### config.mk
export PLATFORM = sky130hd
export DESIGN_NAME = cycle_performance_counters_unit_flat
export DESIGN_NICKNAME = d
export VERILOG_FILES = /design/src/rtl/cpc_pkg.sv /design/src/rtl/cpc_if.sv /design/src/rtl/cpc_update.sv /design/src/rtl/cycle_performance_counters_unit.sv /design/src/flat_wrapper.sv
export SDC_FILE = /design/constraint.sdc
export NUM_CORES = 1
export LEC_CHECK = 0
export BUFFER_PORTS_ARGS = -buffer_cell sky130_fd_sc_hd__clkbuf_2
export CORE_MARGIN = 5
export CORE_UTILIZATION = 41
export CTS_BUF_LIST = sky130_fd_sc_hd__clkbuf_8
export CTS_CLUSTER_DIAMETER = 150
export CTS_CLUSTER_SIZE = 20
export DETAILED_ROUTE_END_ITERATION = 7
export PLACE_DENSITY_LB_ADDON = 0.12
export REMOVE_ABC_BUFFERS = 1
export SLEW_MARGIN = 20
export SYNTH_ARGS = -nofsm -noshare
export SYNTH_HDL_FRONTEND = slang
export SYNTH_SLANG_ARGS = --single-unit
### constraint.sdc
create_clock -name clk -period 6.2 [get_ports clk]
set_clock_uncertainty 0.15 [all_clocks]
set_input_delay 0.93 -clock clk [delete_from_list [all_inputs] [get_ports clk]]
set_output_delay 0.93 -clock clk [all_outputs]
set_load 0.01 [all_outputs]
### src/rtl/cpc_pkg.sv
package cpc_pkg;

    localparam logic [1:0] KIND_SYNC  = 2'd0;
    localparam logic [1:0] KIND_WRITE = 2'd1;
    localparam logic [1:0] KIND_READ  = 2'd2;

    localparam logic [1:0] SEL_STATUS  = 2'd0;
    localparam logic [1:0] SEL_CONTROL = 2'd1;
    localparam logic [1:0] SEL_COUNT0  = 2'd2;
    localparam logic [1:0] SEL_COUNT1  = 2'd3;

    localparam logic [31:0] STATUS_READ_MASK = 32'hf0c7_9c1f;

    // status word fields
    localparam int ST_EXL     = 1;
    localparam int ST_ERL     = 2;
    localparam int ST_KSU_LO  = 3;

    // control word fields
    localparam int CT_CTE       = 31;
    localparam int CT_EXL0      = 1;
    localparam int CT_MODE0_LO  = 2;
    localparam int CT_EVT0_LO   = 5;
    localparam int CT_EXL1      = 11;
    localparam int CT_MODE1_LO  = 12;
    localparam int CT_EVT1_LO   = 15;

    localparam logic [4:0] EVT_A_LO = 5'd1;
    localparam logic [4:0] EVT_A_HI = 5'd3;
    localparam logic [4:0] EVT_B_LO = 5'd12;
    localparam logic [4:0] EVT_B_HI = 5'd15;

    typedef struct packed {
        logic [31:0] status;
        logic [31:0] control;
        logic [31:0] count0;
        logic [31:0] count1;
        logic [31:0] mark0;
        logic [31:0] mark1;
    } cpc_state_t;

    function automatic logic event_counts(input logic [4:0] evt);
        event_counts = (evt >= EVT_A_LO && evt <= EVT_A_HI) ||
                       (evt >= EVT_B_LO && evt <= EVT_B_HI);
    endfunction

endpackage

### src/rtl/cpc_if.sv
interface cpc_in_if;
    logic        valid;
    logic        ready;
    logic [1:0]  kind;
    logic [1:0]  reg_select;
    logic [31:0] write_data;
    logic [31:0] cycle_now;

    modport source (output valid, kind, reg_select, write_data, cycle_now, input ready);
    modport sink   (input valid, kind, reg_select, write_data, cycle_now, output ready);
    modport mon    (input valid, ready, kind, reg_select, write_data, cycle_now);
endinterface

interface cpc_out_if;
    logic        valid;
    logic        ready;
    logic [31:0] read_data;

    modport source (output valid, read_data, input ready);
    modport sink   (input valid, read_data, output ready);
    modport mon    (input valid, ready, read_data);
endinterface

### src/rtl/cpc_update.sv
module cpc_update (
    input  cpc_pkg::cpc_state_t cur,
    input  logic [31:0]         now,
    output cpc_pkg::cpc_state_t upd
);
    import cpc_pkg::*;

    logic        run;
    logic [1:0]  ksu;
    logic        exl;
    logic        hit0;
    logic        hit1;
    logic [31:0] delta0;
    logic [31:0] delta1;

    assign run = !cur.status[ST_ERL] && cur.control[CT_CTE];
    assign ksu = cur.status[ST_KSU_LO +: 2];
    assign exl = cur.status[ST_EXL];

    assign hit0 = (cur.control[CT_MODE0_LO + 32'(ksu)] || (exl && cur.control[CT_EXL0])) &&
                  event_counts(cur.control[CT_EVT0_LO +: 5]);
    assign hit1 = (cur.control[CT_MODE1_LO + 32'(ksu)] || (exl && cur.control[CT_EXL1])) &&
                  event_counts(cur.control[CT_EVT1_LO +: 5]);

    always_comb
    begin
        delta0 = now - cur.mark0;
        delta1 = now - cur.mark1;
        // a zero delta still adds one to the counter
        if (delta0 == 32'd0)
        begin
            delta0 = 32'd1;
        end
        if (delta1 == 32'd0)
        begin
            delta1 = 32'd1;
        end
    end

    always_comb
    begin
        upd         = cur;
        upd.mark0   = now;
        upd.mark1   = now;
        if (run && hit0)
        begin
            upd.count0 = cur.count0 + delta0;
        end
        if (run && hit1)
        begin
            upd.count1 = cur.count1 + delta1;
        end
    end

endmodule

### src/rtl/cycle_performance_counters_unit.sv
// The read result is registered in the cycle after the input transfer.
// Throughput: 1 item per cycle; the counter update (subtract, add) completes in
// the accepting cycle, so the next item sees the new state at once.
// Input ready drops only while a result waits and the output is stalled.
// Reset (rst_n low, asynchronous) clears all six state words and the output valid.
module cycle_performance_counters_unit (
    input  logic      clk,
    input  logic      rst_n,
    cpc_in_if.sink    in,
    cpc_out_if.source out
);
    import cpc_pkg::*;

    cpc_state_t  state_reg;
    cpc_state_t  state_next;
    cpc_state_t  upd;
    logic        out_valid_reg;
    logic        out_valid_next;
    logic [31:0] read_data_reg;
    logic [31:0] read_data_next;
    logic        take;
    logic        do_update;

    cpc_update u_update (
        .cur (state_reg),
        .now (in.cycle_now),
        .upd (upd)
    );

    assign in.ready      = !out_valid_reg || out.ready;
    assign take          = in.valid && in.ready;
    assign out.valid     = out_valid_reg;
    assign out.read_data = read_data_reg;

    always_comb
    begin
        do_update = 1'b0;
        case (in.kind)
            KIND_SYNC:  do_update = 1'b1;
            KIND_WRITE: do_update = (in.reg_select == SEL_STATUS) ||
                                    (in.reg_select == SEL_CONTROL);
            KIND_READ:  do_update = (in.reg_select == SEL_COUNT0) ||
                                    (in.reg_select == SEL_COUNT1);
            default:    do_update = 1'b0;
        endcase
    end

    always_comb
    begin
        state_next     = state_reg;
        read_data_next = read_data_reg;
        out_valid_next = out_valid_reg && !out.ready;
        if (take)
        begin
            out_valid_next = 1'b1;
            read_data_next = 32'd0;
            if (do_update)
            begin
                state_next = upd;
            end
            if (in.kind == KIND_WRITE)
            begin
                case (in.reg_select)
                    SEL_STATUS:  state_next.status  = in.write_data;
                    SEL_CONTROL: state_next.control = in.write_data;
                    SEL_COUNT0:
                    begin
                        state_next.count0 = in.write_data;
                        state_next.mark0  = in.cycle_now;
                    end
                    default:
                    begin
                        state_next.count1 = in.write_data;
                        state_next.mark1  = in.cycle_now;
                    end
                endcase
            end
            else if (in.kind == KIND_READ)
            begin
                case (in.reg_select)
                    SEL_STATUS:  read_data_next = state_reg.status & STATUS_READ_MASK;
                    SEL_CONTROL: read_data_next = state_reg.control;
                    SEL_COUNT0:  read_data_next = upd.count0;
                    default:     read_data_next = upd.count1;
                endcase
            end
        end
    end

    always_ff @(posedge clk or negedge rst_n)
    begin
        if (!rst_n)
        begin
            state_reg     <= '0;
            out_valid_reg <= 1'b0;
        end
        else
        begin
            state_reg     <= state_next;
            out_valid_reg <= out_valid_next;
        end
    end

    always_ff @(posedge clk)
    begin
        read_data_reg <= read_data_next;
    end

endmodule

### src/flat_wrapper.sv
// flat-port wrapper written by rule: the top's interface ports become plain ports
module cycle_performance_counters_unit_flat import cpc_pkg::*;
  (clk, rst_n, in_valid, in_kind, in_reg_select, in_write_data, in_cycle_now, in_ready, out_valid, out_read_data, out_ready);
  cpc_in_if in_i ();
  cpc_out_if out_i ();
  input  logic clk;
  input  logic rst_n;
  input wire logic [$bits(in_i.valid)-1:0] in_valid;
  input wire logic [$bits(in_i.kind)-1:0] in_kind;
  input wire logic [$bits(in_i.reg_select)-1:0] in_reg_select;
  input wire logic [$bits(in_i.write_data)-1:0] in_write_data;
  input wire logic [$bits(in_i.cycle_now)-1:0] in_cycle_now;
  output wire logic [$bits(in_i.ready)-1:0] in_ready;
  output wire logic [$bits(out_i.valid)-1:0] out_valid;
  output wire logic [$bits(out_i.read_data)-1:0] out_read_data;
  input wire logic [$bits(out_i.ready)-1:0] out_ready;
  assign in_i.valid = in_valid;
  assign in_i.kind = in_kind;
  assign in_i.reg_select = in_reg_select;
  assign in_i.write_data = in_write_data;
  assign in_i.cycle_now = in_cycle_now;
  assign in_ready = in_i.ready;
  assign out_valid = out_i.valid;
  assign out_read_data = out_i.read_data;
  assign out_i.ready = out_ready;
  cycle_performance_counters_unit u_core (.clk(clk), .rst_n(rst_n), .in(in_i), .out(out_i));
endmodule
---- Word-level counts from Yosys, hierarchy flattened ----
Index checks and enable logic that the tools add are counted.
storage, ports and cells
  flip-flop bits (word level) ............. 225
  latch bits .............................. 0
  bits in writable memories ............... 0
  memory bits (read-only) ................. 0
  input bits .............................. 72
  word-level logic and storage cells ...... 78
  memories kept ........................... 0
cells by class
  add/subtract/negate cells ............... 6
  $mul .................................... 0
  divide/modulo/power cells ............... 0
  $lt $le $gt $ge ......................... 10
  eq/ne operators ......................... 5
  shifts and indexed selects .............. 0
  muxes and demuxes ....................... 19
  bitwise gates (word level) .............. 1
  reductions and logical operators ........ 29
operators by type and width
  operator                                                                count
  32-bit two-way mux                                                      10
  192-bit two-way mux                                                     1
  128-bit two-way mux                                                     1
  32-bit case mux with 3 select lines                                     1
  32-bit adder                                                            2
  32-bit zero test                                                        2
  32-bit subtractor                                                       2
  1-bit logical AND                                                       13
  1-bit binary-select mux with 5-bit select                               2
  5-bit by 1-bit >= comparator with 1-bit output (second input constant)  2
  5-bit by 4-bit >= comparator with 1-bit output (second input constant)  2
  5-bit by 2-bit <= comparator with 1-bit output (second input constant)  2
  5-bit by 4-bit <= comparator with 1-bit output (second input constant)  2
  1-bit logical OR                                                        7
  2-bit equality test (second input constant)                             3
  3-bit by 6-bit < comparator with 1-bit output (second input constant)   1
  5-bit by 6-bit < comparator with 1-bit output (second input constant)   1
  4-bit by 2-bit adder with 5-bit output (first input constant)           1
  2-bit by 1-bit equality test with 1-bit output (second input constant)  2
  2-bit zero test                                                         2
  2-bit by 2-bit adder with 3-bit output (first input constant)           1
  1-bit zero test                                                         3
  1-bit two-way mux                                                       3
  1-bit case mux with 3 select lines                                      1
  other kinds (3)                                                         3

---- Logic depth before layout (Yosys ltp) ----
  depth after elaboration ................. 10
  mapped depth ............................ 26
  depth with buffers taken out ............ 26

---- Modules after synthesis ----
From an unflattened synthesis, not the netlist that was laid out.
second synthesis, totals
  cells, all modules ...................... 2221
  area, all modules ....................... 19721.4 um^2
by module, submodules not included
  module                           times used  cells each  area an instance (um^2)  seq. area each (um^2)
  cycle_performance_counters_unit  1           955         11125.7                  5790.6
  cpc_update                       1           1266        8595.7                   0.0

---- Worst setup path before layout ----
OpenSTA, ideal clock, no wires.
  path kind ............................... in2reg
  start ................................... input in_cycle_now[0]
  end ..................................... register u_core.read_data_reg[28] (netlist: u_core.out.read_data[28]) (data pin)
  library setup time ...................... 152 ps
  arrival ................................. 6340 ps
  setup slack ............................. -443 ps
  stages on the path ...................... 26
  path buffers ............................ 0
  cell sequence ........................... inv_1 -> ha_1 -> fa_1 -> nor2b_1 -> o31a_1 -> o21ai_0 -> a2111oi_0 -> nor4b_1 -> o31ai_1 -> xor2_1 -> nor4_1 -> nand4_1 -> o41ai_1 -> ha_1 -> inv_1 -> fa_1 -> nand2b_1 -> a21oi_1 -> o2111ai_1 -> a211oi_1 -> o21ai_0 -> a31oi_1 -> nor3_1 -> o31a_1 -> o22a_1 -> o22ai_1
on the way
  longest elaborated chain between the ends .. 6
  elaborated cells between the ends (all ways) .. 11
RTL lines
  what                                     RTL line                                text
  start, declared                          flat_wrapper.sv:12                      input wire logic [$bits(in_i.cycle_now)-1:0] in_cycle_now;
  32-bit subtractor (on tied branches)     cpc_update.sv:28, cpc_update.sv:27
  32-bit zero test (on tied branches)      cpc_update.sv:34, cpc_update.sv:30
  32-bit two-way mux (on tied branches)    cpc_update.sv:34, cpc_update.sv:30
  32-bit adder (on tied branches)          cpc_update.sv:51, cpc_update.sv:47
  32-bit two-way mux (on tied branches)    cpc_update.sv:49, cpc_update.sv:45
  32-bit case mux with 3 select lines (*)  cycle_performance_counters_unit.sv:80   case (in.reg_select)
  end signal, assigned                     cycle_performance_counters_unit.sv:106  read_data_reg <= read_data_next;
  end, declared                            cycle_performance_counters_unit.sv:19   logic [31:0] read_data_reg;
Mark *: on every way between the ends. The rest lies on a longest branch, timed or not.
A chain may end at the register's enable or synchronous reset.

---- Worst setup path after layout ----
  start ................................... input in_cycle_now[1]
  end ..................................... register u_core.read_data_reg[19] (netlist: u_core.out.read_data[19]) (data pin)
The elaborated chain is that of the path after synthesis.

==> results.yml <==
status:
  outcome: "complete, but fails checks"
  violations: "setup timing"
power:
  p_leak_nw: 9.71
  power.density_mw_per_mm2: 442
  p_total_mw: 9.56
  peakVddDrop_mv: 0.182
clock_tree:
  clk_pin_slew_ns: 0.13
  cts_made_buffers: 14
  clkLatencyLatePin_ns: 0.57
  cts_buffer_depth: 3
  ctsHtreeMaxLevel: 1
  cts_tree: "yes"
  cts_root_buf: "clkbuf_8"
  clock-sinks: 211
route:
  vias: 16254
  drt-pass1-iter-count: 5
  wl_mm: 56.9
  vias_per_cell: 5.57
  postRouteAntennaNets: 0
  drc: 0
  wl_per_cell_um: 19.5
  drtIter0Drc: 1101
critical_path:
  cp.required_ns: 6.38
  critPathMostFrequentCell: "buf_4"
  cp_num_buf_inv: 6
  worstPathArrival_ns: 6.50
  critPathTopFamily: "compound AO/OA/AOI/OAI gates"
  slowest_stage: "or4_1"
  ff2ff_setup_slack_ns: 0
  start_kind: "input port"
  worst-setup-path-type: "in -> reg"
  path_max_fanout: 4
  critPathCaptureType: "flop"
  slowest_delay_ns: 0.53
global_routing:
  grt_usage_pct: 25.2
  antenna_found_initial: 0
  grt_max_degree: 111
  grt_overflow_total: 0
  grt_pass1_wl_mm: 89.6
  grt_pass1_vias: 16140
logic_synthesis:
  synth-simple-area-share_pct: 15.7
  syn_avg_cell_area_um2: 8.48
  syn-cell-area_mm2: 0.0163
  postSynth.asyncResetShare_pct: 84.8
  synth_cell_types: 83
  ys.flop_type: "dfrtp_1"
  synth_edf_count: 32
  synth_top_family_by_area: "compound AO/OA/AOI/OAI gates"
  synthCells: 1927
  synthMuxAreaShare_pct: 6.57
  yosys.area_share.xor_xnor_pct: 5.14
  synth_compound_area_share_pct: 25.1
  seq_area_frac_synth_pct: 33.3
  yosys_register_bits: 211
  synth_fa_ha_area_share_pct: 9.98
  ys_warn_count: 0
finish:
  layout_common_cells: "415 x buf_4, 210 x nand2_1, 179 x dfrtp_1"
  drive_gt1_share_pct: 31.6
  largest_reg_flops: 178
  multi_input_area_mm2: 0.0111
  mostFrequentLayoutCell: "buf_4"
  n_antenna_cell: 0
  n_fill_cell: 3743
  syn_to_final_growth_pct: 32.1
  final-seq-area_mm2: 0.00544
  final_nets: 2588
sta:
  tightestPinTransition_ns: 1.07
  relSlewSlack_pct: 28.8
  finalHoldViolCount: 0
  fin_crit_sh_pct: 102
  setup_viol: 12
  drv_slew: 0
  fin_crit_ns: 6.32
  final.setup.worst_slack_ns: -0.125
  fin_tns_setup_ns: -0.814
  fmax_mhz: 158
  rsz0062_at_grt: "true"
placed_design:
  place_ws_ns: -1.44
  gp_congestion: 0.991
  dp_hpwl_mm: 43.4
  port-buffer-count: 105
floorplanning:
  die_h_um: 210
  initial_core_util_pct: 41.3
  die_area_mm2: 0.0440
  core_mm2: 0.0395
  rows: 73
  design.portCount: 106
  die_x_um: 210
run:
  maxCapViolations: 0
hold_path:
  worstHoldPathType: "in -> async"
[worst paths after layout]
path | from | cells past startpoint | end
worst max-delay path | in_cycle_now[1] | 28 | u_core.out.read_data[19]
worst min-delay path | rst_n | 1 | u_core.state_reg[37]
worst max register to register | u_core.state_reg[1] | 27 | u_core.out.read_data[19]
worst min register to register | u_core.state_reg[172] | 1 | u_core.state_reg[172]
max in group asynchronous | rst_n | 2 | u_core.state_reg[95]
min in group clk | u_core.state_reg[172] | 1 | u_core.state_reg[172]
[cell type report]
class / count / share of cell area (%)
Multi-Input combinational cell: 1534 / 51.2
Sequential cell: 211 / 25.2
Timing Repair Buffer: 532 / 17.7
Tap cell: 525 / 3.04
Inverter: 95 / 1.66
Clock buffer: 16 / 1.02
Clock inverter: 6 / 0.127
[per-stage QoR]
stage | util (%) | cell area (µm²) | hold WS, ns | instances
finish | 54.6 | 21600 | 0.212 | 2919
global placement | 51.5 | 20400 | 0.332 | 2878
floorplan | - | 16000 | 0.321 | 1840
CTS | 53.4 | 21100 | 0.216 | 2910
detailed placement | 51.5 | 20400 | 0.334 | 2878
global route | 54.6 | 21600 | 0.236 | 2919
[cells by family (layout without fill, tap and decap cells)]
| kind of cell | Yosys count | count (layout) |
|---|---|---|
| adders and majority gates | 128 | 128 |
| DFF | 211 | 211 |
| and+or+nand+nor | 557 | 557 |
| xor gates and xnor gates | 96 | 96 |
| muxes | 92 | 92 |
| AOI/OAI and AO/OA | 661 | 661 |
| buffers and inverters | 182 | 649 |
[Yosys cell counts, types with 8 or more instances]
cell type,n,share of area [%]
xor2_1,40,2.1
o21a_1,26,1.2
o211ai_1,19,0.87
a31oi_1,16,0.61
o31ai_1,10,0.46
inv_1,93,2.1
nor2_1,153,3.5
a211oi_1,37,1.7
edfxtp_1,32,5.9
clkbuf_1,73,1.7
and2_1,13,0.50
dfrtp_1,179,27
a21oi_1,197,6.0
xnor2_1,56,3.0
mux2i_1,23,1.4
nand2b_1,21,0.80
nor2b_1,15,0.57
a2111oi_0,10,0.54
o21ai_0,172,5.3
mux2_2,63,4.3
nand4_1,12,0.46
nor3_1,30,0.92
and3_1,13,0.50
a211o_1,8,0.43
a21o_1,38,1.7
nand2_1,212,4.9
buf_1,14,0.32
o21bai_1,11,0.51
ha_1,124,9.5
nand3_1,35,1.1
o22ai_1,40,1.5
[report_power, final]
group          internal [mW]  switching [mW]
clock network          0.241           0.508
logic                   3.29            3.53
registers               1.73           0.258
[routing by layer]
layer / global-route usage (%) / part of all wire, % / routed length, µm / vias up
li1: - / - / - / 7977
met4: 5.40 / 2.4 / 1360 / 2
met1: 35.4 / 46 / 26300 / 7789
met5: 1.11 / 0.11 / 63 / -
met3: 3.87 / 5.7 / 3270 / 70
met2: 41.3 / 45 / 25900 / 416
[repair_timing]
action | CTS | global route
hold buffers | 0 | 0
gates resized for setup | 94 | 89
endpoints found under the setup margin | 60 | 54
buffers inserted | 11 | 11
pin swaps | 48 | 38
No activity file was read; power rests on OpenSTA's default activity.
